$ cat src/hdl/spq_pkg.sv
`timescale 1ns / 1ps
// ----------------------------------------------------------------------------
// spq_pkg: shared types and constants of the sorted priority queue
// Field layouts of both channels, command and status groups, result codes.
// ----------------------------------------------------------------------------
package spq_pkg;

	// storage geometry
	localparam int DEPTH      = 16;
	localparam int VALUE_BITS = 32;
	localparam int PRIO_BITS  = 32;
	localparam int CNT_W      = $clog2(DEPTH + 1);

	// external field widths
	localparam int VALUE_W = 32;
	localparam int PRIO_W  = 32;
	localparam int COUNT_W = 5;

	// operation codes
	localparam logic MODE_ENQ = 1'b0;
	localparam logic MODE_DEQ = 1'b1;

	// result status codes
	localparam logic [1:0] ST_OK    = 2'd0;
	localparam logic [1:0] ST_EMPTY = 2'd1;
	localparam logic [1:0] ST_FULL  = 2'd2;

	typedef struct packed {
		logic                     mode;
		logic [VALUE_W-1:0]       item_value;
		logic signed [PRIO_W-1:0] item_priority;
	} in_item_t;

	typedef struct packed {
		logic [1:0]         status;
		logic [VALUE_W-1:0] out_value;
		logic               now_empty;
		logic [COUNT_W-1:0] entry_count;
	} out_item_t;

	// controller to datapath
	typedef struct packed {
		logic load_in;
		logic commit;
	} dp_cmd_t;

	// datapath to controller
	typedef struct packed {
		logic full;
		logic empty;
	} dp_stat_t;

endpackage

$ cat src/hdl/sorted_priority_queue_top.sv
`timescale 1ns / 1ps
// ----------------------------------------------------------------------------
// sorted_priority_queue_top: bounded priority queue, highest priority first
// Enqueue places an entry behind all entries of equal or higher priority;
// dequeue returns and removes the head. One result per request.
//
//   channel | direction | handshake            | payload
//   in      | input     | in_valid / in_ready   | in_data  (mode, value, priority)
//   out     | output    | out_valid / out_ready | out_data (status, value, empty, count)
//
// A request is first captured in the request register; then all entry cells
// compare against it in parallel and shift, loading the result register.
// The execute cycle waits while the result register holds an untaken result.
// Reset clears the count and control state only; cells past the count are never read.
// The next request is taken once the previous one has been committed.
// ----------------------------------------------------------------------------
module sorted_priority_queue_top (
	input  logic               clk,
	input  logic               arst_n,
	input  logic               in_valid,
	output logic               in_ready,
	input  spq_pkg::in_item_t  in_data,
	output logic               out_valid,
	input  logic               out_ready,
	output spq_pkg::out_item_t out_data
);

	spq_pkg::dp_cmd_t  cmd;
	spq_pkg::dp_stat_t stat;

	// sequencing
	spq_ctrl u_ctrl (
		.clk       (clk),
		.arst_n    (arst_n),
		.in_valid  (in_valid),
		.in_ready  (in_ready),
		.out_valid (out_valid),
		.out_ready (out_ready),
		.cmd       (cmd),
		.stat      (stat)
	);

	// entry cells and result register
	spq_datapath u_datapath (
		.clk      (clk),
		.arst_n   (arst_n),
		.in_data  (in_data),
		.cmd      (cmd),
		.stat     (stat),
		.out_data (out_data)
	);

endmodule

$ cat src/hdl/spq_ctrl.sv
`timescale 1ns / 1ps
// ----------------------------------------------------------------------------
// spq_ctrl: sequencing of the sorted priority queue
// Takes one request, runs it through the datapath when the result register
// is free, and tracks the valid flag of the result register.
// ----------------------------------------------------------------------------
module spq_ctrl (
	input  logic              clk,
	input  logic              arst_n,
	input  logic              in_valid,
	output logic              in_ready,
	output logic              out_valid,
	input  logic              out_ready,
	output spq_pkg::dp_cmd_t  cmd,
	input  spq_pkg::dp_stat_t stat
);

	typedef enum logic [1:0] {
		S_IDLE = 2'b01,
		S_EXEC = 2'b10
	} state_t;

	state_t state_q;
	state_t state_d;
	logic   out_valid_q;

	// handshake and commands
	assign in_ready    = (state_q == S_IDLE);
	assign cmd.load_in = in_valid && in_ready;
	assign cmd.commit  = (state_q == S_EXEC) && (!out_valid_q || out_ready);
	assign out_valid   = out_valid_q;

	// next state
	always_comb begin
		state_d = state_q;
		unique case (state_q)
			S_IDLE: begin
				if (cmd.load_in) state_d = S_EXEC;
			end
			S_EXEC: begin
				if (cmd.commit) state_d = S_IDLE;
			end
			default: state_d = S_IDLE;
		endcase
	end

	// state and result valid registers
	always_ff @(posedge clk or negedge arst_n) begin
		if (!arst_n) begin
			state_q     <= S_IDLE;
			out_valid_q <= 1'b0;
		end else begin
			state_q <= state_d;
			if (cmd.commit) begin
				out_valid_q <= 1'b1;
			end else if (out_ready) begin
				out_valid_q <= 1'b0;
			end
		end
	end

	// a commit always leaves a result waiting
	a_commit_fills: assert property (@(posedge clk) disable iff (!arst_n)
		cmd.commit |=> out_valid_q)
		else $error("commit did not load the result register");

	// a request held back by a blocked result stays in execution
	a_exec_holds: assert property (@(posedge clk) disable iff (!arst_n)
		(state_q == S_EXEC) && out_valid_q && !out_ready |=> (state_q == S_EXEC))
		else $error("request left execution while result was blocked");

	// no new request is taken while one is pending
	a_no_overlap: assert property (@(posedge clk) disable iff (!arst_n)
		cmd.load_in |=> !cmd.load_in)
		else $error("request taken while another was pending");

	// the store cannot be full and empty at once
	a_stat_sane: assert property (@(posedge clk) disable iff (!arst_n)
		!(stat.full && stat.empty))
		else $error("store reported full and empty");

endmodule

$ cat src/hdl/spq_datapath.sv
`timescale 1ns / 1ps
// ----------------------------------------------------------------------------
// spq_datapath: sorted entry cells and result register
// Every cell compares its priority with the request at once; an enqueue
// shifts the lower cells down by one, a dequeue shifts all cells but the last up by one.
// ----------------------------------------------------------------------------
module spq_datapath (
	input  logic               clk,
	input  logic               arst_n,
	input  spq_pkg::in_item_t  in_data,
	input  spq_pkg::dp_cmd_t   cmd,
	output spq_pkg::dp_stat_t  stat,
	output spq_pkg::out_item_t out_data
);

	localparam int DEPTH = spq_pkg::DEPTH;
	localparam int CNT_W = spq_pkg::CNT_W;

	// request register
	logic                              mode_q;
	logic [spq_pkg::VALUE_BITS-1:0]    req_val_q;
	logic signed [spq_pkg::PRIO_BITS-1:0] req_prio_q;

	// entry cells, head at index 0
	logic [spq_pkg::VALUE_BITS-1:0]       slot_val_q  [DEPTH];
	logic signed [spq_pkg::PRIO_BITS-1:0] slot_prio_q [DEPTH];
	logic [CNT_W-1:0]                     count_q;
	logic [CNT_W-1:0]                     count_d;

	spq_pkg::out_item_t res_q;
	spq_pkg::out_item_t res_d;

	logic [DEPTH-1:0] ge;
	logic [DEPTH-1:0] order_ok;
	logic             do_enq;
	logic             do_deq;

	assign stat.full  = (count_q == CNT_W'(DEPTH));
	assign stat.empty = (count_q == '0);
	assign do_enq     = cmd.commit && (mode_q == spq_pkg::MODE_ENQ) && !stat.full;
	assign do_deq     = cmd.commit && (mode_q == spq_pkg::MODE_DEQ) && !stat.empty;
	assign out_data   = res_q;

	// capture the request
	always_ff @(posedge clk) begin
		if (cmd.load_in) begin
			mode_q     <= in_data.mode;
			req_val_q  <= in_data.item_value[spq_pkg::VALUE_BITS-1:0];
			req_prio_q <= in_data.item_priority[spq_pkg::PRIO_BITS-1:0];
		end
	end

	// per-cell compare: occupied and at least the new priority
	always_comb begin
		for (int i = 0; i < DEPTH; i++) begin
			ge[i] = (CNT_W'(i) < count_q) && (slot_prio_q[i] >= req_prio_q);
		end
	end

	// cell updates
	for (genvar i = 0; i < DEPTH; i++) begin : g_cell
		always_ff @(posedge clk) begin
			if (do_enq && !ge[i]) begin
				if (i == 0) begin
					slot_val_q[i]  <= req_val_q;
					slot_prio_q[i] <= req_prio_q;
				end else if (ge[(i > 0) ? i - 1 : 0]) begin
					slot_val_q[i]  <= req_val_q;
					slot_prio_q[i] <= req_prio_q;
				end else begin
					slot_val_q[i]  <= slot_val_q[(i > 0) ? i - 1 : 0];
					slot_prio_q[i] <= slot_prio_q[(i > 0) ? i - 1 : 0];
				end
			end else if (do_deq && (i < DEPTH - 1)) begin
				slot_val_q[i]  <= slot_val_q[(i < DEPTH - 1) ? i + 1 : i];
				slot_prio_q[i] <= slot_prio_q[(i < DEPTH - 1) ? i + 1 : i];
			end
		end
	end

	// next count and result
	always_comb begin
		count_d = count_q;
		if (do_enq) count_d = count_q + CNT_W'(1);
		else if (do_deq) count_d = count_q - CNT_W'(1);

		res_d.status    = spq_pkg::ST_OK;
		res_d.out_value = '0;
		if (mode_q == spq_pkg::MODE_ENQ) begin
			if (stat.full) res_d.status = spq_pkg::ST_FULL;
		end else begin
			if (stat.empty) res_d.status = spq_pkg::ST_EMPTY;
			else res_d.out_value = spq_pkg::VALUE_W'(slot_val_q[0]);
		end
		res_d.now_empty   = (count_d == '0);
		res_d.entry_count = spq_pkg::COUNT_W'(count_d);
	end

	// entry count
	always_ff @(posedge clk or negedge arst_n) begin
		if (!arst_n) begin
			count_q <= '0;
		end else begin
			count_q <= count_d;
		end
	end

	// result register
	always_ff @(posedge clk) begin
		if (cmd.commit) res_q <= res_d;
	end

	// adjacent occupied cells stay in descending priority order
	always_comb begin
		for (int i = 0; i < DEPTH; i++) begin
			if (i < DEPTH - 1) begin
				order_ok[i] = (CNT_W'(i + 1) >= count_q) ||
					(slot_prio_q[i] >= slot_prio_q[(i < DEPTH - 1) ? i + 1 : i]);
			end else begin
				order_ok[i] = 1'b1;
			end
		end
	end

	a_count_range: assert property (@(posedge clk) disable iff (!arst_n)
		count_q <= CNT_W'(DEPTH))
		else $error("entry count beyond capacity");

	a_sorted: assert property (@(posedge clk) disable iff (!arst_n)
		&order_ok)
		else $error("entry cells out of priority order");

	a_reject_stable: assert property (@(posedge clk) disable iff (!arst_n)
		cmd.commit && !do_enq && !do_deq |=> $stable(count_q))
		else $error("rejected request changed the entry count");

endmodule
$ cat config.mk
export PLATFORM = sky130hd
export DESIGN_NAME = sorted_priority_queue_top
export DESIGN_NICKNAME = d
export VERILOG_FILES = /design/src/hdl/spq_pkg.sv /design/src/hdl/sorted_priority_queue_top.sv /design/src/hdl/spq_ctrl.sv /design/src/hdl/spq_datapath.sv
export SDC_FILE = /design/constraint.sdc
export NUM_CORES = 2
export LEC_CHECK = 0
export ABC_AREA = 1
export ABC_CLOCK_PERIOD_IN_PS = 7300
export BUFFER_PORTS_ARGS = -buffer_cell sky130_fd_sc_hd__buf_2
export CELL_PAD_IN_SITES_DETAIL_PLACEMENT = 1
export CELL_PAD_IN_SITES_GLOBAL_PLACEMENT = 1
export CORE_UTILIZATION = 45
export DETAILED_ROUTE_END_ITERATION = 16
export GPL_TIMING_DRIVEN = 0
export PLACE_DENSITY = 0.75
export REMOVE_ABC_BUFFERS = 1
export SETUP_SLACK_MARGIN = 0.3
export SYNTH_ARGS = -nofsm -noshare
export SYNTH_HDL_FRONTEND = slang
export SYNTH_SLANG_ARGS = --single-unit
$ cat constraint.sdc
create_clock -name clk -period 7.3 [get_ports clk]
set_input_delay 0.73 -clock clk [delete_from_list [all_inputs] [get_ports clk]]
set_output_delay 0.73 -clock clk [all_outputs]
set_load 0.05 [all_outputs]
==> impl_metrics.ini <==
[setup_path]
arrival_ns = 7.50
max_stage_delay_ns = 0.76
end_kind = register
slowest_stage = edfxtp_1
required_ns = 7.95
crit_type = register to register
critPathMaxFanout = 43
crit_family = simple AND/OR/NAND/NOR gates
worst_setup_path_start_kind = register
cp_num_buf_inv = 5
ff2ff_setup_slack_ns = 0.45
path_cells = inv_1 > ha_1 > nand2_1 > nor2_1 > nand2_1 > nand2_1 > nand2_1 > nand2_1 > nand2_1 > nand3b_1 > nand3_1 > nand2_4 > buf_16 > nand3_4 > buf_16 > inv_4 > buf_16 > nand2_1 > nand3_1
crit_top_cell = nand2_1

[drt]
antenna_left = 0
wl_met2_um = 128000
drtIter0Drc = 6866
drc = 0
via_per_inst = 6.28
dr.pass1.iters = 6
dr_total_vias = 62219
wl_per_cell_um = 27.3
top_layer = met5
met1_length_um = 104000
dr_wl_met3_um = 24400
drt_wl_total_um = 271000

[synth]
synth-compound-area-share = 0.0345
ys_seq_area_frac = 0.490
synth_cell_type_count = 45
synthAdderAreaFrac = 0.0926
yosys_warnings = 0
synth_cells = 7947
synth_top_family_by_area = simple AND/OR/NAND/NOR gates
avgSynthCellArea_um2 = 8.76
synthArstFlopShare = 0.00704
muxShareOfSynthArea = 0.000144
synth_edf_count = 1129
synth_ff_type = edfxtp_1
yosys.area_share.simple = 0.320
netlist_area_um2 = 69600
ys_ff_latch = 1137
yosys.area_share.xor_xnor = 0.000377

[grt]
gr-total-overflow = 0
antenna_found_initial = 6
grt_max_degree = 170
grt_usage = 0.342
grt_pass1_vias = 63371
grt_pass1_wl_um = 402000

[status]
status = complete, but fails checks
violations = max-capacitance violations, max-slew violations

[floorplanning]
die_area_um2 = 156000
initial_utilization = 0.456
num_rows = 143
boundaryPins = 111
die_w_um = 395
core_um2 = 153000
die-height_um = 395

[clocking]
ctsResizeCount = 0
clkTransAtPathRegs_ns = 0.06
clock-root-buffer = clkbuf_16
cts_inserted_buffers = 138
worstSkewPairLatency_ns = 0.83
htreeDepth = 4
cts.sinks = 1137
cts_tree = built
post_cts_buffers = 0
cts_buffer_depth = 3
hold_buffers = 1

[cells_and_area]
final_common_cell = nand2_1
instances_no_fill = 9908
nets = 8349
drive_gt1_frac = 0.0821
final-seq-area_um2 = 34100
multi_input_area_um2 = 31500
area_growth_pct = 10.3
final_cell_mix = 2793 x nand2_1, 1379 x nand3_1, 1129 x edfxtp_1, 515 x ha_1, 341 x inv_1
nFillCells = 17721

[pwr]
seq_power_share = 0.434
peakVddDrop_v = 0.000221
intPower_mw = 12.6
power.share.combinational = 0.193
swShare = 0.325
cellPowerDensity_nw_per_um2 = 244
p_switching_mw = 6.09
power_leakage_nw = 31.8
clockPowerShare = 0.373

[sta]
fin_crit_ns = 6.85
setup_viol = 0
fmax_mhz = 146
worst_clock_skew_ns = 0.0497
slew_violations = 3
worst_slew_pin_slew_ns = 1.59
fin_crit_sh = 0.938
rsz0062_at_grt = no
hold_viol = 0
slew_headroom = -0.0694
timing.setup.tns_ns = 0

[placed_design]
dp_cells = 9654
port_buffers = 110
hpwl_um = 173000
gp_congestion = 0.849

[hold_path]
min_path_type = input pin to register

[job]
maxCapViolCount = 1
==> metrics by stage <==
stage          utilization  total power [mW]  hold WS (ns)  cell area (µm²)  setup WS [ns]
5_1_grt              0.503              19.3        0.0556            76800          0.407
6_report             0.503              18.7        0.0759            76800          0.450
4_1_cts              0.503              18.7        0.0528            76800          0.655
3_3_place_gp         0.456              11.6         0.462            69700         -64.95
2_1_floorplan            -              10.2         0.434            66600         -22.54
3_5_place_dp         0.473              11.7         0.510            72300          0.744
==> worst reg2reg max path, delay by kind of cell (launching register included) <==
family / cells / cell delay (ns)
flip-flops: 1 / 0.76
buffers and inverters: 5 / 2.31
AND/OR/NAND/NOR: 13 / 3.14
adder cells (fa/ha/maj): 1 / 0.50
==> layout make-up <==
type | count | share of cell area
Antenna cell | 2 | 0.0000652
Clock buffer | 172 | 0.0470
Inverter | 357 | 0.0179
Timing Repair Buffer | 201 | 0.0370
Clock inverter | 79 | 0.0106
Sequential cell | 1137 | 0.444
Tap cell | 2030 | 0.0331
Multi-Input combinational cell | 5930 | 0.410
==> power groups by stage <==
stage | Sequential, mW | Combinational, mW | Clock [mW]
after CTS | 8.10 | 3.54 | 7.02
after detailed placement | 8.23 | 3.51 | 0
after global placement | 8.31 | 3.28 | 0
after global routing | 8.15 | 3.87 | 7.24
final | 8.13 | 3.61 | 6.98
after floorplan | 8.16 | 2.05 | 0
==> registers in the layout, indices dropped and copies added, names as in the netlist <==
register and count:
u_ctrl.out_valid 1, u_ctrl.state_q 2, u_datapath.count_q 5, u_datapath.mode_q 1, u_datapath.out_data 40, u_datapath.req_prio_q 32, u_datapath.req_val_q 32, u_datapath.slot_prio_q 512
u_datapath.slot_val_q 512
==> synth_stat cells, types with 8 or more instances <==
master	number	share of area
o21bai_1	13	0.0014
edfxtp_1	1129	0.49
nor2_2	9	0.00081
nand3_1	1380	0.099
a21oi_1	241	0.017
nand4_1	316	0.028
inv_2	14	0.00075
inv_1	341	0.018
a21o_1	12	0.0013
buf_2	163	0.012
nor3_1	8	0.00058
ha_1	515	0.093
buf_4	45	0.0049
nor2_1	218	0.012
buf_6	87	0.014
clkbuf_1	166	0.0090
nand2_2	90	0.0081
nand3_2	99	0.014
nand2_1	2809	0.15
o21a_1	35	0.0038
nor4_2	8	0.0014
buf_1	62	0.0033
o21ai_0	136	0.0098
==> routing by layer <==
metal / GRT usage / up-vias
li1: - / 27128
met1: 0.433 / 30929
met2: 0.559 / 3276
met3: 0.0660 / 880
met4: 0.167 / 6
met5: 0 / -
==> worst paths after layout <==
path	start	depth (start not counted)	end
worst max-delay path	u_datapath.req_prio_q[4]	19	u_datapath.slot_prio_q[3][19]
worst min-delay path	in_data[34]	1	u_datapath.req_val_q[2]
worst max register to register	u_datapath.req_prio_q[4]	19	u_datapath.slot_prio_q[3][19]
worst min register to register	u_datapath.slot_val_q[7][46]	2	u_datapath.slot_val_q[7][14]
max in group asynchronous	arst_n	2	u_ctrl.state_q[0]
min in group asynchronous	arst_n	2	u_ctrl.state_q[1]
==> logic make-up after synthesis <==
group / after synthesis
compound gates: 447
mux: 1
buf+inv: 880
simple gates: 4964
xor+xnor: 3
flops: 1137
fa+ha+maj: 515
No activity file was read; power rests on OpenSTA's default activity.
